===== config.mk =====
export PLATFORM = sky130hd
export DESIGN_NAME = scalar_kalman_filter_bank_top
export DESIGN_NICKNAME = d
export VERILOG_FILES = /design/src/rtl/skfb_pkg.sv /design/src/rtl/scalar_kalman_filter_bank_top.sv
export SDC_FILE = /design/constraint.sdc
export NUM_CORES = 2
export LEC_CHECK = 0
export BUFFER_PORTS_ARGS = -buffer_cell sky130_fd_sc_hd__buf_4
export CAP_MARGIN = 0
export CORE_AREA = 3 3 420 422
export CTS_BUF_LIST = sky130_fd_sc_hd__clkbuf_8
export DETAILED_ROUTE_END_ITERATION = 10
export DIE_AREA = 0 0 423 425
export PLACE_DENSITY_LB_ADDON = 0.05
export SLEW_MARGIN = 20
export SYNTH_ARGS = -nofsm -noshare
export SYNTH_HDL_FRONTEND = slang
export SYNTH_SLANG_ARGS = --single-unit
export TNS_END_PERCENT = 1

===== constraint.sdc =====
create_clock -name clk -period 14.1 [get_ports clk]
set_input_delay 2.115 -clock clk [delete_from_list [all_inputs] [get_ports clk]]
set_output_delay 2.115 -clock clk [all_outputs]
set_load 0.1 [all_outputs]

===== src/rtl/skfb_pkg.sv =====
// Shared constants for the scalar Kalman filter bank.
// Holds the channel count, register indexes, reset values and beat layout.
// No dependencies.
package skfb_pkg;

  // Number of filter channels kept in the state stores.
  localparam int CHANNELS = 7;
  // Highest channel number that uses the step noise pair.
  localparam int STEP_LAST_CHAN = 3;

  // Field widths.
  localparam int CHAN_W = 3;
  localparam int DATA_W = 32;
  localparam int NOISE_W = 31;
  localparam int BEAT_W = 40;

  // Gain divider: quotient bits produced one per cycle.
  localparam int DIV_STEPS = 48;
  localparam int DIV_CNT_W = $clog2(DIV_STEPS);

  // Configuration register indexes.
  localparam logic [2:0] REG_Q_STEP  = 3'd0;
  localparam logic [2:0] REG_R_STEP  = 3'd1;
  localparam logic [2:0] REG_Q_ANGLE = 3'd2;
  localparam logic [2:0] REG_R_ANGLE = 3'd3;
  localparam logic [2:0] REG_A_COEF  = 3'd4;
  localparam logic [2:0] REG_C_COEF  = 3'd5;

  // Reset values, Q16.16.
  localparam logic [NOISE_W-1:0] Q_STEP_RST  = 31'd655;
  localparam logic [NOISE_W-1:0] R_STEP_RST  = 31'd655360;
  localparam logic [NOISE_W-1:0] Q_ANGLE_RST = 31'd6554;
  localparam logic [NOISE_W-1:0] R_ANGLE_RST = 31'd6554;
  localparam logic signed [DATA_W-1:0] COEF_RST = 32'sd65536;
  localparam logic signed [DATA_W-1:0] ONE_Q16  = 32'sd65536;
  localparam logic signed [DATA_W-1:0] EST_RST  = 32'sd0;
  localparam logic signed [DATA_W-1:0] COV_RST  = 32'sd65536;

  localparam logic signed [DATA_W-1:0] SAT_MAX = 32'sh7FFF_FFFF;
  localparam logic signed [DATA_W-1:0] SAT_MIN = 32'sh8000_0000;

endpackage


===== src/rtl/scalar_kalman_filter_bank_top.sv =====
// Top level of the scalar Kalman filter bank: sequencer, shared multiplier,
// serial gain divider, per-channel state and output register.
// Depends on skfb_pkg.
//
// An input beat on s_* carries a channel number and a Q16.16 measurement.
// The block runs one Kalman step for that channel and returns one beat on
// m_* with the channel number and the new, saturated estimate. Channel 7
// changes no state, goes straight to the final state and returns an
// estimate of zero. Noise variances and the A and C coefficients are
// written through the cfg_* port; the user must write them only while the
// block is idle, as the block itself does not enforce this.
// The restoring gain divider makes one quotient bit a cycle; the sequencer
// feeds the five products through the one shared 32x32 multiplier.
// Throughput: one item at a time; s_tready is high only in the idle state,
// so a new beat is accepted only after the previous step has finished.
// Stalls: the next item is accepted while a result still waits in the
// output register; if m_tready stays low, that step holds in its last cycle.
// Reset: rst is synchronous and active high. It restores the register
// reset values, sets every estimate to 0 and every covariance to 1.0, and
// drops m_tvalid.
module scalar_kalman_filter_bank_top
  import skfb_pkg::*;
(
  input  logic              clk,
  input  logic              rst,
  // Configuration write port.
  input  logic              cfg_wr_en,
  input  logic [2:0]        cfg_index,
  input  logic [DATA_W-1:0] cfg_data,
  // Input stream.
  input  logic              s_tvalid,
  output logic              s_tready,
  input  logic [BEAT_W-1:0] s_tdata,   // [2:0] chan, [34:3] measurement, [39:35] zero
  // Output stream.
  output logic              m_tvalid,
  input  logic              m_tready,
  output logic [BEAT_W-1:0] m_tdata    // [2:0] chan_out, [34:3] estimate, [39:35] zero
);

  typedef enum logic [3:0] {
    ST_IDLE, ST_LOAD, ST_XP_M, ST_XP_R, ST_CX_M, ST_CX_R, ST_DIV, ST_K,
    ST_KI_M, ST_KI_R, ST_KC_M, ST_KC_R, ST_PN_M, ST_FIN
  } state_t;

  state_t state;

  // Configuration registers.
  logic [NOISE_W-1:0]        q_step, r_step, q_angle, r_angle;
  logic signed [DATA_W-1:0]  a_coef, c_coef;

  // Per-channel state.
  logic signed [DATA_W-1:0]  est_store [CHANNELS];
  logic signed [DATA_W-1:0]  cov_store [CHANNELS];

  // Working registers of one step.
  logic [CHAN_W-1:0]         ch;
  logic                      bad_chan;
  logic signed [DATA_W-1:0]  z, pp, xp, innov, k, xn;
  logic [NOISE_W-1:0]        r_cur;

  // Shared multiplier with registered operands and product.
  logic signed [DATA_W-1:0]   mul_a, mul_b;
  logic signed [2*DATA_W-1:0] prod;

  // Gain divider.
  logic [DATA_W-1:0]         rem;
  logic [DIV_STEPS-1:0]      nq;
  logic [DATA_W-1:0]         dmag;
  logic                      den_zero, q_neg;
  logic [DIV_CNT_W-1:0]      div_cnt;

  // Saturate a 49-bit signed value to 32 bits.
  function automatic logic signed [DATA_W-1:0] sat49(input logic signed [48:0] v);
    if ((&v[48:31]) || !(|v[48:31])) begin
      sat49 = v[31:0];
    end else begin
      sat49 = v[48] ? SAT_MIN : SAT_MAX;
    end
  endfunction

  // Product scaled by 2^-16 with floor rounding, then saturated.
  logic signed [DATA_W-1:0]  prod_q;
  logic signed [47:0]        prod_sh;
  assign prod_sh = prod[63:16];
  assign prod_q  = sat49({prod_sh[47], prod_sh});

  // Predicted covariance from the stored covariance and the noise of the channel.
  logic [NOISE_W-1:0]        q_sel, r_sel;
  logic signed [DATA_W-1:0]  cov_sel;
  logic signed [DATA_W-1:0]  pp_calc;
  always_comb begin
    if (32'(ch) <= STEP_LAST_CHAN) begin
      q_sel = q_step;
      r_sel = r_step;
    end else begin
      q_sel = q_angle;
      r_sel = r_angle;
    end
    cov_sel = cov_store[ch];
    pp_calc = sat49({{17{cov_sel[31]}}, cov_sel} + {18'd0, q_sel});
  end

  // Divider setup: denominator pp + R and numerator magnitude |pp| * 2^16.
  logic signed [33:0]        den_sum, den_abs;
  logic [32:0]               pp_abs;
  always_comb begin
    den_sum = {{2{pp[31]}}, pp} + {3'd0, r_cur};
    den_abs = den_sum[33] ? -den_sum : den_sum;
    pp_abs  = pp[31] ? -{pp[31], pp} : {pp[31], pp};
  end

  // One restoring division step.
  logic [32:0]               trial, diff;
  logic                      q_bit;
  always_comb begin
    trial = {rem, nq[DIV_STEPS-1]};
    diff  = trial - {1'b0, dmag};
    q_bit = trial >= {1'b0, dmag};
  end

  // Signed, saturated gain from the quotient magnitude.
  logic signed [DATA_W-1:0]  k_calc;
  always_comb begin
    if (den_zero) begin
      k_calc = '0;
    end else if (q_neg) begin
      if ((|nq[47:32]) || (nq[31] && (|nq[30:0]))) begin
        k_calc = SAT_MIN;
      end else begin
        k_calc = -$signed(nq[31:0]);
      end
    end else begin
      k_calc = (|nq[47:31]) ? SAT_MAX : $signed(nq[31:0]);
    end
  end

  // Remaining sums, each saturated.
  logic signed [DATA_W-1:0]  innov_calc, xn_calc, omk_calc;
  always_comb begin
    innov_calc = sat49({{17{z[31]}}, z} - {{17{prod_q[31]}}, prod_q});
    xn_calc    = sat49({{17{xp[31]}}, xp} + {prod_sh[47], prod_sh});
    omk_calc   = sat49({{17{ONE_Q16[31]}}, ONE_Q16} - {{17{prod_q[31]}}, prod_q});
  end

  assign s_tready = (state == ST_IDLE);

  // Sequencer, datapath registers, state stores and output register.
  always_ff @(posedge clk) begin
    prod <= mul_a * mul_b;

    if (rst) begin
      state    <= ST_IDLE;
      m_tvalid <= 1'b0;
      q_step   <= Q_STEP_RST;
      r_step   <= R_STEP_RST;
      q_angle  <= Q_ANGLE_RST;
      r_angle  <= R_ANGLE_RST;
      a_coef   <= COEF_RST;
      c_coef   <= COEF_RST;
      div_cnt  <= '0;
      for (int i = 0; i < CHANNELS; i++) begin
        est_store[i] <= EST_RST;
        cov_store[i] <= COV_RST;
      end
    end else begin
      // Configuration writes.
      if (cfg_wr_en) begin
        unique case (cfg_index)
          REG_Q_STEP:  q_step  <= cfg_data[NOISE_W-1:0];
          REG_R_STEP:  r_step  <= cfg_data[NOISE_W-1:0];
          REG_Q_ANGLE: q_angle <= cfg_data[NOISE_W-1:0];
          REG_R_ANGLE: r_angle <= cfg_data[NOISE_W-1:0];
          REG_A_COEF:  a_coef  <= cfg_data;
          REG_C_COEF:  c_coef  <= cfg_data;
          default: ;
        endcase
      end

      // A taken beat empties the output register unless a step refills it now.
      if (m_tvalid && m_tready && (state != ST_FIN)) begin
        m_tvalid <= 1'b0;
      end

      unique case (state)
        ST_IDLE: begin
          if (s_tvalid) begin
            ch       <= s_tdata[2:0];
            z        <= s_tdata[34:3];
            bad_chan <= 32'(s_tdata[2:0]) >= CHANNELS;
            state    <= (32'(s_tdata[2:0]) >= CHANNELS) ? ST_FIN : ST_LOAD;
          end
        end
        // Predict: A * x starts on the multiplier, p' = p + Q.
        ST_LOAD: begin
          pp    <= pp_calc;
          r_cur <= r_sel;
          mul_a <= a_coef;
          mul_b <= est_store[ch];
          state <= ST_XP_M;
        end
        ST_XP_M: state <= ST_XP_R;
        // x' is ready: start C * x' and set up the gain divider.
        ST_XP_R: begin
          xp       <= prod_q;
          mul_a    <= c_coef;
          mul_b    <= prod_q;
          den_zero <= (den_sum == '0);
          q_neg    <= pp[31] ^ den_sum[33];
          dmag     <= den_abs[31:0];
          rem      <= '0;
          nq       <= {pp_abs[31:0], 16'd0};
          div_cnt  <= '0;
          state    <= ST_CX_M;
        end
        ST_CX_M: state <= ST_CX_R;
        ST_CX_R: begin
          innov <= innov_calc;
          state <= ST_DIV;
        end
        // One quotient bit a cycle.
        ST_DIV: begin
          rem     <= q_bit ? diff[31:0] : trial[31:0];
          nq      <= {nq[DIV_STEPS-2:0], q_bit};
          div_cnt <= div_cnt + 1'b1;
          if (div_cnt == DIV_CNT_W'(DIV_STEPS - 1)) begin
            state <= ST_K;
          end
        end
        // Gain is ready: start k * innovation.
        ST_K: begin
          k     <= k_calc;
          mul_a <= k_calc;
          mul_b <= innov;
          state <= ST_KI_M;
        end
        ST_KI_M: state <= ST_KI_R;
        // Corrected estimate, then k * C.
        ST_KI_R: begin
          xn    <= xn_calc;
          mul_a <= k;
          mul_b <= c_coef;
          state <= ST_KC_M;
        end
        ST_KC_M: state <= ST_KC_R;
        // (1 - k*C) * p'.
        ST_KC_R: begin
          mul_a <= omk_calc;
          mul_b <= pp;
          state <= ST_PN_M;
        end
        ST_PN_M: state <= ST_FIN;
        // Store the new state and load the output register once it is free.
        ST_FIN: begin
          if (!m_tvalid || m_tready) begin
            m_tvalid <= 1'b1;
            m_tdata  <= {5'd0, (bad_chan ? EST_RST : xn), ch};
            if (!bad_chan) begin
              est_store[ch] <= xn;
              cov_store[ch] <= prod_q;
            end
            state <= ST_IDLE;
          end
        end
        default: state <= ST_IDLE;
      endcase
    end
  end

endmodule

# Word level (Yosys, flattened, before mapping)
# Memory sizes are Yosys's and may differ from the RTL's. A register that Yosys moved wholly into a read port is not among the register bits.
# Index checks and enable logic that the tools add are counted.
# classes
bitwise	2
mul	1
n_lt_le_gt_ge	3
muxes	47
n_div	0
shift	0
n_reduce_logical	52
n_addsub	10
eq_ne	23
# op_table
op	count
32-bit two-way mux	19
32-bit case mux with 5 select lines	2
32-bit negation	3
48-bit case mux with 2 select lines	1
18-bit AND reduction	4
18-bit OR reduction	4
32-bit by 32-bit adder with 33-bit output	2
32-bit by 32-bit multiplier with 64-bit output	1
32-bit case mux with 2 select lines	1
32-bit OR reduction	2
31-bit two-way mux	2
4-bit case mux with 14 select lines	1
32-bit by 48-bit adder with 49-bit output	1
34-bit logical NOT	1
17-bit OR reduction	2
33-bit by 32-bit greater-or-equal comparator with 1-bit output	1
18-bit by 32-bit subtractor with 33-bit output, first input constant	1
32-bit by 32-bit subtractor with 33-bit output	1
32-bit subtractor	1
31-bit OR reduction	1
2-bit AND reduction	13
4-bit equality test, second input constant	6
17-bit AND reduction	1
4-bit by 3-bit equality test with 1-bit output, second input constant	4
26 further kinds	63
# totals
mem_bits_rw	448
out_inout_bits	42
rom_bits	0
mem_count	2
latchBits	0
reg_bits	703
# mem_list
name	depth	width	read_ports	rd_clocked_by_memory_dff	write_ports	line_no	source
cov_store	7	32	1	1	7	scalar_kalman_filter_bank_top.sv:53	logic signed [DATA_W-1:0] cov_store [CHANNELS];
est_store	7	32	1	1	7	scalar_kalman_filter_bank_top.sv:52	logic signed [DATA_W-1:0] est_store [CHANNELS];

# Longest topological paths before layout
# depth
depth_word	10
ltp_mapped	30
depth_no_buf	28

# Worst setup path after synthesis
# Ideal clock, no wire load.
# synth_path
path_kind	input to register
from	input rst
to	register mul_a[0], enable pin
t_required_ns	13.601
setup_ns	0.499
path_buffers	1
slack_ns	3.142
arrival_ns	10.458
path_stages	3
path_cell_list	clkbuf_1 -> nor4_1 -> o21bai_1
# synth_between
elab_chain_cells	2
# synth_rtl
element	line_no	source
from (decl)	scalar_kalman_filter_bank_top.sv:25	input logic rst,
1-bit NOT (no source line)	n/a	
2-bit AND reduction (no source line)	n/a	
to (signal assigned)	scalar_kalman_filter_bank_top.sv:197	mul_a <= a_coef;
to (signal assigned)	scalar_kalman_filter_bank_top.sv:205	mul_a <= c_coef;
to (signal assigned)	scalar_kalman_filter_bank_top.sv:232	mul_a <= k_calc;
to (decl)	scalar_kalman_filter_bank_top.sv:62	logic signed [DATA_W-1:0] mul_a, mul_b;
# No other way between the ends.
# A chain may end at the register's enable or synchronous reset.

# Worst setup path in the final report
# layout_path
from	register mul_b[10]
to	register prod[50]
# layout_between
elab_chain_cells	1
# layout_rtl
element	line_no	source
from (decl)	scalar_kalman_filter_bank_top.sv:62	
from (signal assigned)	scalar_kalman_filter_bank_top.sv:198	mul_b <= est_store[ch];
from (signal assigned)	scalar_kalman_filter_bank_top.sv:206	mul_b <= prod_q;
from (signal assigned)	scalar_kalman_filter_bank_top.sv:233	mul_b <= innov;
32-bit by 32-bit multiplier with 64-bit output	scalar_kalman_filter_bank_top.sv:149	prod <= mul_a * mul_b;
to (signal assigned)	scalar_kalman_filter_bank_top.sv:149	
to (decl)	scalar_kalman_filter_bank_top.sv:63	logic signed [2*DATA_W-1:0] prod;
# No other way between the ends.

==> impl_metrics.csv <==
group,metric,value,unit
run_status,status,"finished, final reports clean",
cts,postCtsHoldBufs,0,
run,cap_violations,0,
logic_synthesis,async_reset_ff_share,0,%
cts,clk_pin_slew_worst_paths,0.06,ns
placement,place.gp.congestion,0.9610,
routing,vias_per_cell,5.936,
logic_synthesis,syn_area_per_cell,10.36,µm²
critical_path,worstSetupEndpointType,"register",
cts,numCtsBuffers,199,
routing,wl_per_cell,25.21,µm
critical_path,critical_path.max_fanout,19,
cts,cts_tree,"done",
placement,io_buffers,111,
logic_synthesis,synth_area,94900,µm²
cts,cts_max_level,4,
global_routing,overflow,0,
routing,wirelength,293.2,mm
routing,vias,69022,
cts,worstSkewPairLatency,0.96,ns
final_layout,drive_above_1_share,9.249,%
floorplan,io_pins,122,
logic_synthesis,synth-edff-count,888,
floorplan,die_area,179800,µm²
final_layout,nNetsFinal,10649,
floorplan,fp.dieH,425,µm
placement,hpwlAfterDp,209.8,mm
cts,cts_sinks,1202,
sta,clock_skew,0.08361,ns
logic_synthesis,ys_warn_count,0,
sta,finalHoldViolCount,0,
hold_path,min_from,"q_angle[25]",
critical_path,cp.required,14.96,ns
floorplan,die-width,423,µm
hold_path,hold_path_class,"register to register",
floorplan,rows,153,
sta,period_share,65.03,%
sta,rsz0062_at_grt,"false",
critical_path,rr_worst_depth,27,
global_routing,grt_max_degree,100,
cts,post_cts_resized,0,
critical_path,r2r_end,"prod[50]",
critical_path,cp-start-kind,"register",
sta,period_needed,9.169,ns
global_routing,grt_use_total,32.97,%
critical_path,ff2ff_setup_slack,4.93,ns
critical_path,rr_startpoint,"mul_b[10]",
sta,setup_viol,0,
sta,timing.final.max_slew_violations,0,
sta,setup-tns-final,0,ns
final_layout,area_growth,7.720,%
global_routing,grt_first_pass_wirelength,441.6,mm
routing,antenna_left,0,
logic_synthesis,synthCells,9159,
routing,drc_errors,0,
cts,cts_setup_buffers,0,
floorplan,core-area,173400,µm²
critical_path,crit_arrival,10.03,ns
hold_path,hold_end,"q_angle[25]",
routing,dr.pass1.iters,6,
sta,tightest_slew,1.199,ns
sta,relSlewSlack,20.07,%
logic_synthesis,seq_area_frac_synth,34.72,%
floorplan,start_util,54.72,%
critical_path,path_class,"register to register",
logic_synthesis,ys_ff_latch,1202,
cts,clk_path_buf_depth,3,
sta,fmax,0.1091,GHz
cts,cts_root_buf,"clkbuf_8",
global_routing,grt_pass1_vias,70327,
final_layout,fillers,14987,
hold_path,hold_depth,2,
logic_synthesis,synth_cell_types,91,
global_routing,antenna_found_initial,10,
logic_synthesis,synthFlopType,"edfxtp_1",
routing,drt_first_iter_violations,6396,
-- metrics by stage --
stage	cells	worst slack (ns)	cell area, µm²	util, %	hold WS (ns)
finish	11628	4.931	102200	58.94	0.4493
global route	11624	4.639	102200	58.94	0.4665
CTS	11622	5.038	102200	58.92	0.4508
detailed placement	11247	5.050	98120	56.57	0.4428
global placement	11247	5.150	98100	56.56	0.4378
floorplan	9163	3.142	94920	-	0.4244
-- critical path: stages, from the launching register on --
cell,delay [ns]
edfxtp_1,0.70
buf_4,0.44
nand2_1,0.11
fa_1,0.49
inv_1,0.05
fa_1,0.43
fa_1,0.49
inv_1,0.05
fa_1,0.48
inv_1,0.05
fa_1,0.50
inv_1,0.06
fa_1,0.53
inv_1,0.05
fa_1,0.50
fa_1,0.45
ha_1,0.35
nand2_1,0.09
nor2_1,0.04
a221oi_1,0.75
o221a_2,0.43
o21ai_0,0.26
a21oi_1,0.25
a31oi_1,0.18
a31oi_1,0.54
o221ai_1,0.29
a311oi_1,0.38
xnor2_1,0.15
-- logic make-up (layout without fill, tap and decap cells) --
kind of cell,count (synthesis),after routing,synth area share [%]
AND/OR/NAND/NOR,2895,2895,14.23
buffers and inverters,1676,1811,6.671
adder cells (fa/ha/maj),1451,1451,27.71
AO/OA/AOI/OAI,1331,1331,8.844
flip-flops,1202,1202,34.72
multiplexers,319,319,5.187
XOR/XNOR,284,284,2.637
other,1,10,0.003951
-- cell usage in the layout (no fill, tap or decap), types with 128 or more instances in the layout --
| cell | n |
|---|---|
| nand2_1 | 1164 |
| mux4_2 | 128 |
| buf_4 | 262 |
| and2_1 | 577 |
| edfxtp_1 | 888 |
| inv_1 | 1249 |
| fa_1 | 1086 |
| dfxtp_1 | 311 |
| clkbuf_8 | 235 |
| xnor2_1 | 163 |
| a21oi_1 | 526 |
| nor2_1 | 679 |
| ha_1 | 359 |
| o21ai_0 | 253 |
-- final cells by class --
type	count	area (µm²)	area share [%]
Tap cell	2325	2909	2.846
Sequential cell	1202	32960	32.24
Timing Repair Buffer	264	1998	1.955
Clock buffer	235	3234	3.164
Antenna cell	5	12.51	0.01224
Inverter	1172	4399	4.303
Multi-Input combinational cell	6285	55880	54.66
Clock inverter	140	834.6	0.8164
-- cell usage after synthesis, types with 8 or more instances --
library cell | count | share of area, %
edfxtp_1 | 888 | 28
xor2_1 | 119 | 1.1
or3_1 | 26 | 0.17
a211oi_1 | 36 | 0.28
o22ai_1 | 15 | 0.099
nor2_1 | 686 | 2.7
nor4_1 | 29 | 0.19
and3_1 | 26 | 0.17
and2_1 | 578 | 3.8
mux2_2 | 102 | 1.2
nor3b_1 | 8 | 0.063
ha_1 | 359 | 4.7
nor3_1 | 65 | 0.34
a211o_1 | 10 | 0.092
a311oi_1 | 21 | 0.19
a21o_1 | 104 | 0.82
o211ai_1 | 15 | 0.12
o41ai_1 | 8 | 0.074
nand2_1 | 1168 | 4.6
xnor2_1 | 163 | 1.5
a221o_1 | 44 | 0.46
nand3b_1 | 29 | 0.23
or4_1 | 11 | 0.087
a21oi_1 | 529 | 2.8
o21a_1 | 34 | 0.27
fa_1 | 1086 | 23
inv_1 | 1170 | 4.6
o31a_1 | 10 | 0.092
buf_1 | 35 | 0.14
dfxtp_1 | 314 | 6.6
a41oi_1 | 9 | 0.083
nand4_1 | 47 | 0.31
clkbuf_1 | 454 | 1.8
o31ai_1 | 22 | 0.17
o21bai_1 | 32 | 0.25
or2_2 | 17 | 0.11
nor2b_1 | 69 | 0.45
o21ai_0 | 253 | 1.3
nand3_1 | 53 | 0.28
nand2b_1 | 53 | 0.35
a31oi_1 | 54 | 0.36
mux2i_1 | 89 | 0.94
a221oi_1 | 66 | 0.61
mux4_2 | 128 | 3.0
-- routing by layer --
metal,vias to the layer above,GRT usage [%],share of wire [%]
li1,30246,-,-
met1,35003,45.11,40
met2,3101,51.71,46
met3,662,6.038,8.6
met4,10,14.62,5.1
met5,-,0,0.023
-- how the worst max path moves through the flow --
stage | startpoint | to | cells after the start
after floorplan | rst | mul_a[0] | 3
after global placement | mul_b[10] | prod[50] | 27
after detailed placement | mul_b[10] | prod[50] | 27
after CTS | mul_b[10] | prod[50] | 27
after global routing | mul_b[5] | prod[50] | 28
final | mul_b[10] | prod[50] | 27
-- flip-flops by register name (all words and copies together) (netlist names), 35 cells and up, named ones only --
name and flops:
cov_store 256, nq 48, prod 48, m_tdata 35, est_store 256
Power is left out: the tool's default activity adds up to more than one toggle a clock period on the data nets, which glitch-free logic cannot reach.
